## config.mk

```make
export PLATFORM = sky130hd
export DESIGN_NAME = clock_page_replacement
export DESIGN_NICKNAME = d
export VERILOG_FILES = /design/src/cpr_pkg.sv /design/src/cpr_ram.sv /design/src/cpr_ctrl.sv /design/src/cpr_dp.sv /design/src/clock_page_replacement.sv
export SDC_FILE = /design/constraint.sdc
export NUM_CORES = 1
export LEC_CHECK = 0
export BUFFER_PORTS_ARGS = -buffer_cell sky130_fd_sc_hd__buf_2
export CORE_UTILIZATION = 37
export CTS_BUF_LIST = sky130_fd_sc_hd__clkbuf_2
export CTS_CLUSTER_DIAMETER = 120
export DETAILED_ROUTE_END_ITERATION = 6
export PLACE_DENSITY = 0.57
export SYNTH_ARGS = -nofsm -noshare
export SYNTH_HDL_FRONTEND = slang
export SYNTH_SLANG_ARGS = --single-unit
```

## constraint.sdc

```tcl
create_clock -name i_clk -period 7.4 [get_ports i_clk]
set_input_delay 0.37 -clock i_clk [delete_from_list [all_inputs] [get_ports i_clk]]
set_output_delay 0.37 -clock i_clk [all_outputs]
set_load 0.03 [all_outputs]
```

## src/cpr_pkg.sv

```systemverilog
`timescale 1ns / 1ps

package cpr_pkg;

    localparam int CFG_W   = 5;
    localparam int PAGE_W  = 16;
    localparam int SLOT_W  = 4;
    localparam int FAULT_W = 32;

    localparam logic [CFG_W-1:0] NUM_FRAMES_RST = 5'd16;

    // Commands from the controller to the datapath.
    typedef struct packed {
        logic load;      // latch a new reference word
        logic look;      // lookup sweep over the frames
        logic scan;      // clock hand sweep over the reference bits
        logic fin_hit;   // finish with a hit
        logic fin_miss;  // finish with a fault, replace the frame under the hand
    } t_dp_cmd;

    // Status from the datapath to the controller.
    typedef struct packed {
        logic match;     // compared frame holds the page
        logic cmp_last;  // compared frame is the last active one
        logic ref_set;   // reference bit under the hand is set
    } t_dp_sts;

endpackage

```

## src/cpr_ram.sv

```systemverilog
`timescale 1ns / 1ps

module cpr_ram #(
    parameter int WIDTH = 16,
    parameter int DEPTH = 16,
    parameter int AW    = (DEPTH > 1) ? $clog2(DEPTH) : 1
) (
    input  logic             i_clk,
    input  logic             i_we,
    input  logic [AW-1:0]    i_waddr,
    input  logic [WIDTH-1:0] i_wdata,
    input  logic             i_re,
    input  logic [AW-1:0]    i_raddr,
    output logic [WIDTH-1:0] o_rdata
);

    logic [WIDTH-1:0] r_mem [DEPTH];
    logic [WIDTH-1:0] r_rdata;

    always_ff @(posedge i_clk) begin
        if (i_we) begin
            r_mem[i_waddr] <= i_wdata;
        end
        if (i_re) begin
            r_rdata <= r_mem[i_raddr];
        end
    end

    assign o_rdata = r_rdata;

endmodule

```

## src/cpr_ctrl.sv

```systemverilog
`timescale 1ns / 1ps

module cpr_ctrl (
    input  logic             i_clk,
    input  logic             i_rst_n,
    input  logic             i_start,
    input  cpr_pkg::t_dp_sts i_sts,
    output cpr_pkg::t_dp_cmd o_cmd,
    output logic             o_busy
);
    import cpr_pkg::*;

    typedef enum logic [1:0] {
        S_IDLE,
        S_LOOK,
        S_SCAN,
        S_EVICT
    } t_state;

    t_state  r_state;
    t_state  n_state;
    logic    r_busy;
    logic    n_busy;
    t_dp_cmd cmd;

    always_comb begin
        cmd     = '0;
        n_state = r_state;
        n_busy  = r_busy;
        unique case (r_state)
            S_IDLE: begin
                if (i_start) begin
                    cmd.load = 1'b1;
                    n_state  = S_LOOK;
                    n_busy   = 1'b1;
                end
            end
            S_LOOK: begin
                cmd.look = 1'b1;
                if (i_sts.match) begin
                    cmd.fin_hit = 1'b1;
                    n_state     = S_IDLE;
                    n_busy      = 1'b0;
                end else if (i_sts.cmp_last) begin
                    n_state = S_SCAN;
                end
            end
            S_SCAN: begin
                cmd.scan = 1'b1;
                if (!i_sts.ref_set) begin
                    n_state = S_EVICT;
                end
            end
            S_EVICT: begin
                cmd.fin_miss = 1'b1;
                n_state      = S_IDLE;
                n_busy       = 1'b0;
            end
            default: begin
                n_state = S_IDLE;
                n_busy  = 1'b0;
            end
        endcase
    end

    always_ff @(posedge i_clk) begin
        if (!i_rst_n) begin
            r_state <= S_IDLE;
            r_busy  <= 1'b0;
        end else begin
            r_state <= n_state;
            r_busy  <= n_busy;
        end
    end

    assign o_cmd  = cmd;
    assign o_busy = r_busy;

endmodule

```

## src/cpr_dp.sv

```systemverilog
`timescale 1ns / 1ps

module cpr_dp #(
    parameter int FRAMES_MAX = 16,
    parameter int PAGE_BITS  = 16
) (
    input  logic                          i_clk,
    input  logic                          i_rst_n,
    input  cpr_pkg::t_dp_cmd              i_cmd,
    output cpr_pkg::t_dp_sts              o_sts,
    input  logic                          i_cfg_we,
    input  logic [cpr_pkg::CFG_W-1:0]     i_cfg_data,
    input  logic [cpr_pkg::PAGE_W-1:0]    i_page_number,
    output logic                          o_valid,
    output logic                          o_hit,
    output logic [cpr_pkg::SLOT_W-1:0]    o_slot,
    output logic                          o_evicted_valid,
    output logic [cpr_pkg::PAGE_W-1:0]    o_evicted_page,
    output logic [cpr_pkg::FAULT_W-1:0]   o_fault_total
);
    import cpr_pkg::*;

    localparam int IW = (FRAMES_MAX > 1) ? $clog2(FRAMES_MAX) : 1;
    localparam int CW = $clog2(FRAMES_MAX + 1);

    logic [CFG_W-1:0]     r_num_frames;
    logic [PAGE_BITS-1:0] r_page;
    logic [IW-1:0]        r_hand;
    logic [CW-1:0]        r_idx;
    logic [IW-1:0]        r_cmp_idx;
    logic                 r_cmp_vld;
    logic [FRAMES_MAX-1:0] r_valid;
    logic [FRAMES_MAX-1:0] r_ref;
    logic [FAULT_W-1:0]   r_fault;

    logic                 r_out_vld;
    logic                 r_hit;
    logic [SLOT_W-1:0]    r_slot;
    logic                 r_ev_vld;
    logic [PAGE_W-1:0]    r_ev_page;
    logic [FAULT_W-1:0]   r_fault_out;

    logic [CW-1:0]        n_act;
    logic [CW-1:0]        n_last;
    logic [IW-1:0]        hand_adv;
    logic                 issue;
    logic                 ram_re;
    logic [IW-1:0]        ram_raddr;
    logic [PAGE_BITS-1:0] ram_rdata;
    logic [FAULT_W-1:0]   fault_inc;
    logic                 match;

    // Active frame count, clamped to the range the frame store holds.
    always_comb begin
        priority if (r_num_frames == '0) begin
            n_act = CW'(1);
        end else if (32'(r_num_frames) > 32'(FRAMES_MAX)) begin
            n_act = CW'(FRAMES_MAX);
        end else begin
            n_act = CW'(r_num_frames);
        end
    end

    assign n_last    = n_act - CW'(1);
    assign hand_adv  = (32'(r_hand) == 32'(n_last)) ? '0 : r_hand + IW'(1);
    assign issue     = i_cmd.look && (r_idx < n_act);
    assign ram_re    = issue || i_cmd.scan;
    assign ram_raddr = i_cmd.scan ? r_hand : r_idx[IW-1:0];
    assign fault_inc = (r_fault == '1) ? r_fault : r_fault + FAULT_W'(1);
    assign match     = r_cmp_vld && r_valid[r_cmp_idx] && (ram_rdata == r_page);

    assign o_sts.match    = match;
    assign o_sts.cmp_last = r_cmp_vld && (32'(r_cmp_idx) == 32'(n_last));
    assign o_sts.ref_set  = r_ref[r_hand];

    cpr_ram #(
        .WIDTH (PAGE_BITS),
        .DEPTH (FRAMES_MAX),
        .AW    (IW)
    ) u_frame_ram (
        .i_clk   (i_clk),
        .i_we    (i_cmd.fin_miss),
        .i_waddr (r_hand),
        .i_wdata (r_page),
        .i_re    (ram_re),
        .i_raddr (ram_raddr),
        .o_rdata (ram_rdata)
    );

    always_ff @(posedge i_clk) begin
        if (!i_rst_n) begin
            r_num_frames <= NUM_FRAMES_RST;
            r_hand       <= '0;
            r_idx        <= '0;
            r_cmp_vld    <= 1'b0;
            r_valid      <= '0;
            r_ref        <= '0;
            r_fault      <= '0;
            r_out_vld    <= 1'b0;
        end else begin
            r_out_vld <= i_cmd.fin_hit || i_cmd.fin_miss;
            if (i_cfg_we) begin
                r_num_frames <= i_cfg_data;
            end
            if (i_cmd.load) begin
                r_idx     <= '0;
                r_cmp_vld <= 1'b0;
                // A hand left beyond a shrunken frame count restarts at frame 0.
                if (32'(r_hand) >= 32'(n_act)) begin
                    r_hand <= '0;
                end
            end
            if (i_cmd.look) begin
                r_cmp_vld <= issue;
                if (issue) begin
                    r_idx <= r_idx + CW'(1);
                end
            end
            if (i_cmd.scan && r_ref[r_hand]) begin
                r_ref[r_hand] <= 1'b0;
                r_hand        <= hand_adv;
            end
            if (i_cmd.fin_hit) begin
                r_ref[r_cmp_idx] <= 1'b1;
            end
            if (i_cmd.fin_miss) begin
                r_valid[r_hand] <= 1'b1;
                r_ref[r_hand]   <= 1'b0;
                r_hand          <= hand_adv;
                r_fault         <= fault_inc;
            end
        end
    end

    always_ff @(posedge i_clk) begin
        if (i_cmd.load) begin
            r_page <= PAGE_BITS'(i_page_number);
        end
        if (issue) begin
            r_cmp_idx <= r_idx[IW-1:0];
        end
        if (i_cmd.fin_hit) begin
            r_hit       <= 1'b1;
            r_slot      <= SLOT_W'(r_cmp_idx);
            r_ev_vld    <= 1'b0;
            r_ev_page   <= '0;
            r_fault_out <= r_fault;
        end else if (i_cmd.fin_miss) begin
            r_hit       <= 1'b0;
            r_slot      <= SLOT_W'(r_hand);
            r_ev_vld    <= r_valid[r_hand];
            r_ev_page   <= r_valid[r_hand] ? PAGE_W'(ram_rdata) : '0;
            r_fault_out <= fault_inc;
        end
    end

    assign o_valid         = r_out_vld;
    assign o_hit           = r_hit;
    assign o_slot          = r_slot;
    assign o_evicted_valid = r_ev_vld;
    assign o_evicted_page  = r_ev_page;
    assign o_fault_total   = r_fault_out;

    a_scan_in_range: assert property (@(posedge i_clk) disable iff (!i_rst_n)
        (i_cmd.scan || i_cmd.fin_miss) |-> (32'(r_hand) < 32'(n_act)))
        else $error("clock hand outside the active frames");

    a_fill_marks_valid: assert property (@(posedge i_clk) disable iff (!i_rst_n)
        i_cmd.fin_miss |=> r_valid[$past(r_hand)])
        else $error("replaced frame not marked valid");

    a_hit_needs_compare: assert property (@(posedge i_clk) disable iff (!i_rst_n)
        i_cmd.fin_hit |-> r_cmp_vld)
        else $error("hit reported without a compared frame");

    a_fault_counted: assert property (@(posedge i_clk) disable iff (!i_rst_n)
        (r_out_vld && !r_hit) |-> (r_fault_out != '0))
        else $error("fault word with zero fault total");

endmodule

```

## src/clock_page_replacement.sv

```systemverilog
`timescale 1ns / 1ps

// Clock (second-chance) page replacement engine.
// Input channel: drive i_page_number and raise start; the word is taken at a
// rising edge where start is high and busy is low. busy stays high until the
// result has been formed, and then drops so the next word can be taken.
// Result channel: o_valid is high for exactly one cycle with o_hit, o_slot,
// o_evicted_valid, o_evicted_page and o_fault_total. The receiver cannot stall
// this channel, so it must take each result word in the cycle it appears.
// Configuration channel: i_cfg_valid with i_cfg_data writes the frame count;
// o_cfg_ready is always high. Write it only while the engine is idle.
// Sequence: the lookup reads one frame per cycle through the registered RAM port,
// and a hit ends it at the matching frame. A miss runs the lookup over all N
// active frames, then the hand clears at most N set reference bits, one per
// cycle, stops on the first clear bit, and the evict step replaces that frame.
// busy drops as the result appears, so the next word can be taken at the edge
// that ends the result cycle.
// Reset (synchronous, active low) empties every frame, clears the reference
// bits, the hand and the fault total, and sets the frame count to 16.

module clock_page_replacement #(
    parameter int FRAMES_MAX = 16,
    parameter int PAGE_BITS  = 16
) (
    input  logic                          i_clk,
    input  logic                          i_rst_n,
    input  logic                          start,
    output logic                          busy,
    input  logic [cpr_pkg::PAGE_W-1:0]    i_page_number,
    input  logic                          i_cfg_valid,
    output logic                          o_cfg_ready,
    input  logic [cpr_pkg::CFG_W-1:0]     i_cfg_data,
    output logic                          o_valid,
    output logic                          o_hit,
    output logic [cpr_pkg::SLOT_W-1:0]    o_slot,
    output logic                          o_evicted_valid,
    output logic [cpr_pkg::PAGE_W-1:0]    o_evicted_page,
    output logic [cpr_pkg::FAULT_W-1:0]   o_fault_total
);
    import cpr_pkg::*;

    t_dp_cmd cmd;
    t_dp_sts sts;
    logic    busy_int;

    // The frame count register takes a write in any cycle.
    assign o_cfg_ready = 1'b1;
    assign busy        = busy_int;

    // The controller sequences lookup, hand sweep and replacement.
    cpr_ctrl u_ctrl (
        .i_clk   (i_clk),
        .i_rst_n (i_rst_n),
        .i_start (start),
        .i_sts   (sts),
        .o_cmd   (cmd),
        .o_busy  (busy_int)
    );

    // The datapath holds the frame store, reference bits, hand and counters.
    cpr_dp #(
        .FRAMES_MAX (FRAMES_MAX),
        .PAGE_BITS  (PAGE_BITS)
    ) u_dp (
        .i_clk           (i_clk),
        .i_rst_n         (i_rst_n),
        .i_cmd           (cmd),
        .o_sts           (sts),
        .i_cfg_we        (i_cfg_valid),
        .i_cfg_data      (i_cfg_data),
        .i_page_number   (i_page_number),
        .o_valid         (o_valid),
        .o_hit           (o_hit),
        .o_slot          (o_slot),
        .o_evicted_valid (o_evicted_valid),
        .o_evicted_page  (o_evicted_page),
        .o_fault_total   (o_fault_total)
    );

endmodule

```

# Yosys cells after proc, flatten, opt, wreduce, memory -nomap -nowiden
# Memories as Yosys holds them, arrays and structs flattened. A register that Yosys moved wholly into a read port is not among the register bits.
# Index checks and enable logic that the tools add are counted.
# op_classes
add_sub_neg,4
n_eq_ne,11
order_cmp,7
muxes,51
bitwise_logic,5
reduce_logical,19
# ops
op,count
$mux W16,6
$mux W32,3
$add A32 B1 Y32 const B,1
$and A16 B16 Y16,2
$eq A32 B32 Y1 const B,1
$mux W4,8
$or A16 B16 Y16,2
$mux W5,5
$mux W1,18
$eq A16 B16 Y1,1
$not A16 Y16,1
$bmux W1 S4,3
$eq A4 B5 Y1,2
$lt A4 B5 Y1 const B,2
$reduce_bool A3 Y1,3
$demux W1 S4,2
$ge A4 B1 Y1 const B,2
$mux W2,4
$pmux W2 S4,1
$logic_and A1 B1 Y1,7
$reduce_and A3 Y1,2
$add A5 B1 Y5 const B,1
$ge A4 B5 Y1,1
$gt A5 B5 Y1 const B,1
14 further kinds,18
# word_totals
memories,1
output_inout_bits,57
in_bits,25
word_cells,115
regBits,157
ramBits,256
# mem_list
name,depth,width,read_ports,rd_ports_with_merged_regs,write_ports,line,source
u_dp.u_frame_ram.r_mem,16,16,1,1,1,cpr_ram.sv:17,logic [WIDTH-1:0] r_mem [DEPTH];

# Logic depth before layout (Yosys ltp)
# logic_depth
ltp_word,13
ltp_mapped,10
mapped_depth_nobuf,9

# Hierarchy
# From an unflattened synthesis, not the netlist that was laid out.
# hier_totals
cells_unflattened,1188
hier_area_um2,17807.1
# modules_own_cells
module,n_inst,area_each_um2,cells_per_inst,seq_area_each_um2
cpr_ram,1,10203.5,432,8167.8
cpr_dp,1,7423.4,736,3643.5
cpr_ctrl,1,168.9,18,60.1
clock_page_replacement,1,11.3,2,0.0

# Worst setup path before layout
# OpenSTA, ideal clock, no wires.
# synth_timing
kind,reg-to-reg
startpoint,reg u_dp.r_page[3]
endpoint,"reg u_dp.r_fault_out[0], in the netlist u_dp.o_fault_total[0], enable pin"
path_slack_ps,4415
arrival_time_ps,2595
stages_incl_launch_ff,7
setup_ps,391
path_buffers,1
period_less_slack_ps,2985
t_required_ps,7009
cell_sequence,edfxtp_1 xor2_1 nor4_1 and3_1 o21ai_1 buf_2 inv_1
# synth_between
elab_chain_len,5
# synth_rtl
item,line,source
"start, declared",cpr_dp.sv:27,logic [PAGE_BITS-1:0] r_page;
"start signal, assigned",cpr_dp.sv:137,r_page <= PAGE_BITS'(i_page_number);
$eq A16 B16 Y1,cpr_dp.sv:70,assign match = r_cmp_vld && r_valid[r_cmp_idx] && (ram_rdata == r_page);
$logic_and A1 B1 Y1,cpr_dp.sv:70,
$mux W1,cpr_ctrl.sv:40,if (i_sts.match) begin
$mux W1,cpr_ctrl.sv:30,unique case (r_state)
$reduce_bool A2 Y1 (no line),--,
"end signal, assigned",cpr_dp.sv:147,r_fault_out <= r_fault;
"end signal, assigned",cpr_dp.sv:153,r_fault_out <= fault_inc;
"end, declared",cpr_dp.sv:41,logic [FAULT_W-1:0] r_fault_out;
# Every way passes these cells.
# A chain may end at the register's enable or synchronous reset.

# Worst setup path in the final report
# layout_timing
startpoint,reg u_dp.r_page[5]
endpoint,"reg u_dp.r_fault_out[5], in the netlist u_dp.o_fault_total[5], enable pin"
# The elaborated chain is that of the path after synthesis.

==> results_dict.tcl <==
set metrics [dict create \
    dieArea_sq_um 48910 \
    synth_common_cells "edfxtp_1, nand2_1, dfxtp_1" \
    grt_pass1_wl_um 64860 \
    start_kind "register" \
    cts_root_buffer "clkbuf_2" \
    gr-usage-all-layers 0.1766 \
    initial_core_util 0.3785 \
    cts_setup_buffers 0 \
    vias 10821 \
    synth_nets 1215 \
    drv_cap 0 \
    yosysTopAreaCellShare 0.5542 \
    drive_gt1_frac 0.2766 \
    synth_edf_count 328 \
    clk_latency_ns 1.09 \
    row_count 79 \
    avgSynthCellArea_sq_um 15.13 \
    avgRoutedWirePerCell_um 20.70 \
    path_buf_inv 2 \
    finalWirelength_um 42640 \
    max_freq_mhz 285.1 \
    worst_slew_pin_slew_ns 1.095 \
    finalSetupViolCount 0 \
    hold_path_class "primary input to register" \
    viasPerCell 5.253 \
    placed_area_sq_um 18830 \
    synth_seq_cells 429 \
    route.detailed.drc 0 \
    p_per_area_nw_per_um2 217.9 \
    grt_setup_unrepaired "false" \
    place.gp.congestion 0.8146 \
    cts.sinks 429 \
    finalCriticalPeriod_ns 3.508 \
    worst-path-max-fanout 36 \
    ys_seq_area_frac 0.6680 \
    cp_slowest_cell "edfxtp_1" \
    ir_worst_vdd_uv 85.55 \
    fin_crit_sh 0.4740 \
    nNetsFinal 1404 \
    antenna_found_initial 2 \
    hold_slack_ns 0.2754 \
    crit_path_end_kind "register" \
    ys_dominant_reg_cell "edfxtp_1" \
    synth_cell_types 69 \
    cp_top_family "simple AND/OR/NAND/NOR gates" \
    grt_max_degree 65 \
    h-tree-depth 3 \
    critical_path.cell_chain "xnor2_1, nand4_1, nor3_1, and3_1, o21ai_2, inv_1, buf_4" \
    max_slew_margin 0.2660 \
    grt_pass1_vias 11021 \
    post_synth_instance_area_sq_um 17770 \
    die_y_um 221.2 \
    synth_area_leaders "edfxtp_1, dfxtp_1, mux4_2" \
    drv_slew 0 \
    max_stage_delay_ns 0.73 \
    ios 82 \
    port_buffers 80 \
    synthArstFlopShare 0 \
    arrival_ns 4.15 \
    drtPass1Iterations 5 \
    leakagePower_uw 0.007054 \
    cts_tree "built" \
    first_iter_violations 901 \
    syn_inst 1175 \
    clock_path_buffers 3 \
    cts.clk_slew.worst_paths_ns 0.10 \
    finalHoldViolations 0 \
    cts-resized-gates 0 \
    skew_ns 0.1016 \
    die_x_um 221.2 \
    core-area_sq_um 46950 \
    n_fill_cell 4264 \
    setup-tns-final_ns 0 \
    cp.required_ns 8.05 \
    numCtsBuffers 107 \
    ant_nets 0 \
    hpwl_um 24710 \
    grt_overflow_total 0 \
    synth_area_leader_cell "edfxtp_1" \
    design_area_sq_um 20290 \
    status "finished, final reports clean" \
    synth_most_common_cell "edfxtp_1" \
    worstSetupPathType "register to register" \
    area_growth_pct 14.17 \
    yosysWarnings 0 \
]
[repair_timing]
action	in CTS	in global routing
hold buffers	46	0
endpoints found under the setup margin	0	0
hold endpoints to repair	72	0
[area by class of cell]
class                   count  area [sq um]  area share
multi-input cells         666          5598      0.2759
diodes                      3         7.507   0.0003700
repair buffers            145          1003     0.04945
clock inverters            26         148.9    0.007338
flip-flops and latches    429         11870      0.5851
well taps                 607         759.5     0.03743
clock buffers             169         845.8     0.04168
inverters                  15         56.30    0.002775
[report_power, final]
part	leakage, uW	switching, uW	internal [uW]
Combinational	0.00249	91.2	94.4
Clock	0.000779	948	645
Sequential	0.00379	39.7	2600
Total	0.00705	1080	3340
[per-layer routing]
layer	part of all wire	global-route usage	vias up
met2	0.48	0.2873	321
met4	0.022	0.06655	0
met3	0.058	0.03970	71
met5	0	0	-
met1	0.44	0.2308	5468
li1	-	-	4961
[path summary, 6_finish.rpt]
check                          endpoint  slack (ns)  depth (start not counted)            from
setup / recovery  u_dp.o_fault_total[5]        3.89                          7  u_dp.r_page[5]
hold / removal     u_dp.r_num_frames[4]        0.28                          3     i_cfg_valid
setup reg to reg  u_dp.o_fault_total[5]        3.89                          7  u_dp.r_page[5]
hold reg to reg              u_dp.o_hit        0.45                          2      u_dp.o_hit
[placed cells by master (no fill, tap or decap), types with 8 or more instances in the layout]
cell type	count
edfxtp_1	328
clkbuf_2	169
nand2_1	102
dfxtp_1	101
nor2_1	92
buf_2	80
mux4_2	75
xnor2_1	53
dlygate4sd3_1	46
nand3_1	27
nand4_1	25
xor2_1	23
a21oi_1	20
and2_1	19
buf_4	19
nor3_1	18
a211oi_1	17
a31oi_1	16
a22o_1	16
clkinv_1	16
ha_1	15
inv_1	14
mux2i_1	13
a32o_1	12
o21ai_0	10
nor4_1	8
or3_1	8
[per-stage QoR]
stage | power (uW) | cells | setup WS, ns | util
finish | 4421 | 2060 | 3.892 | 0.4322
global route | 4621 | 2060 | 3.676 | 0.4322
CTS | 4483 | 2057 | 3.862 | 0.4320
detailed placement | 2867 | 1816 | 3.969 | 0.4010
global placement | 2865 | 1816 | 4.097 | 0.4010
floorplan | 2813 | 1175 | 4.415 | -
[registers in the layout, indices dropped and copies added, names as in the netlist, 5 cells and up, named ones only]
signal / flops
u_dp.o_evicted_page: 16
u_dp.o_fault_total: 32
u_dp.r_fault: 32
u_dp.r_idx: 5
u_dp.r_num_frames: 5
u_dp.r_page: 16
u_dp.r_ref: 16
u_dp.r_valid: 16
u_dp.u_frame_ram.o_rdata: 16
u_dp.u_frame_ram.r_mem: 256
[worst min-delay path, cell delays in order]
cell           delay [ns]
buf_2                0.17
o211ai_1             0.12
dlygate4sd3_1        0.57
[cells by family after synthesis]
logic type                 Yosys count  synth area share
DFF                                429            0.6680
other                                1         0.0002110
buffers and inverters               80           0.02366
AOI/OAI and AO/OA                  123           0.05344
and+or+nand+nor                    352           0.09624
xor gates and xnor gates            77           0.03872
muxes                               98            0.1092
adders and majority gates           15           0.01056
Power figures use the tool's default switching activity.
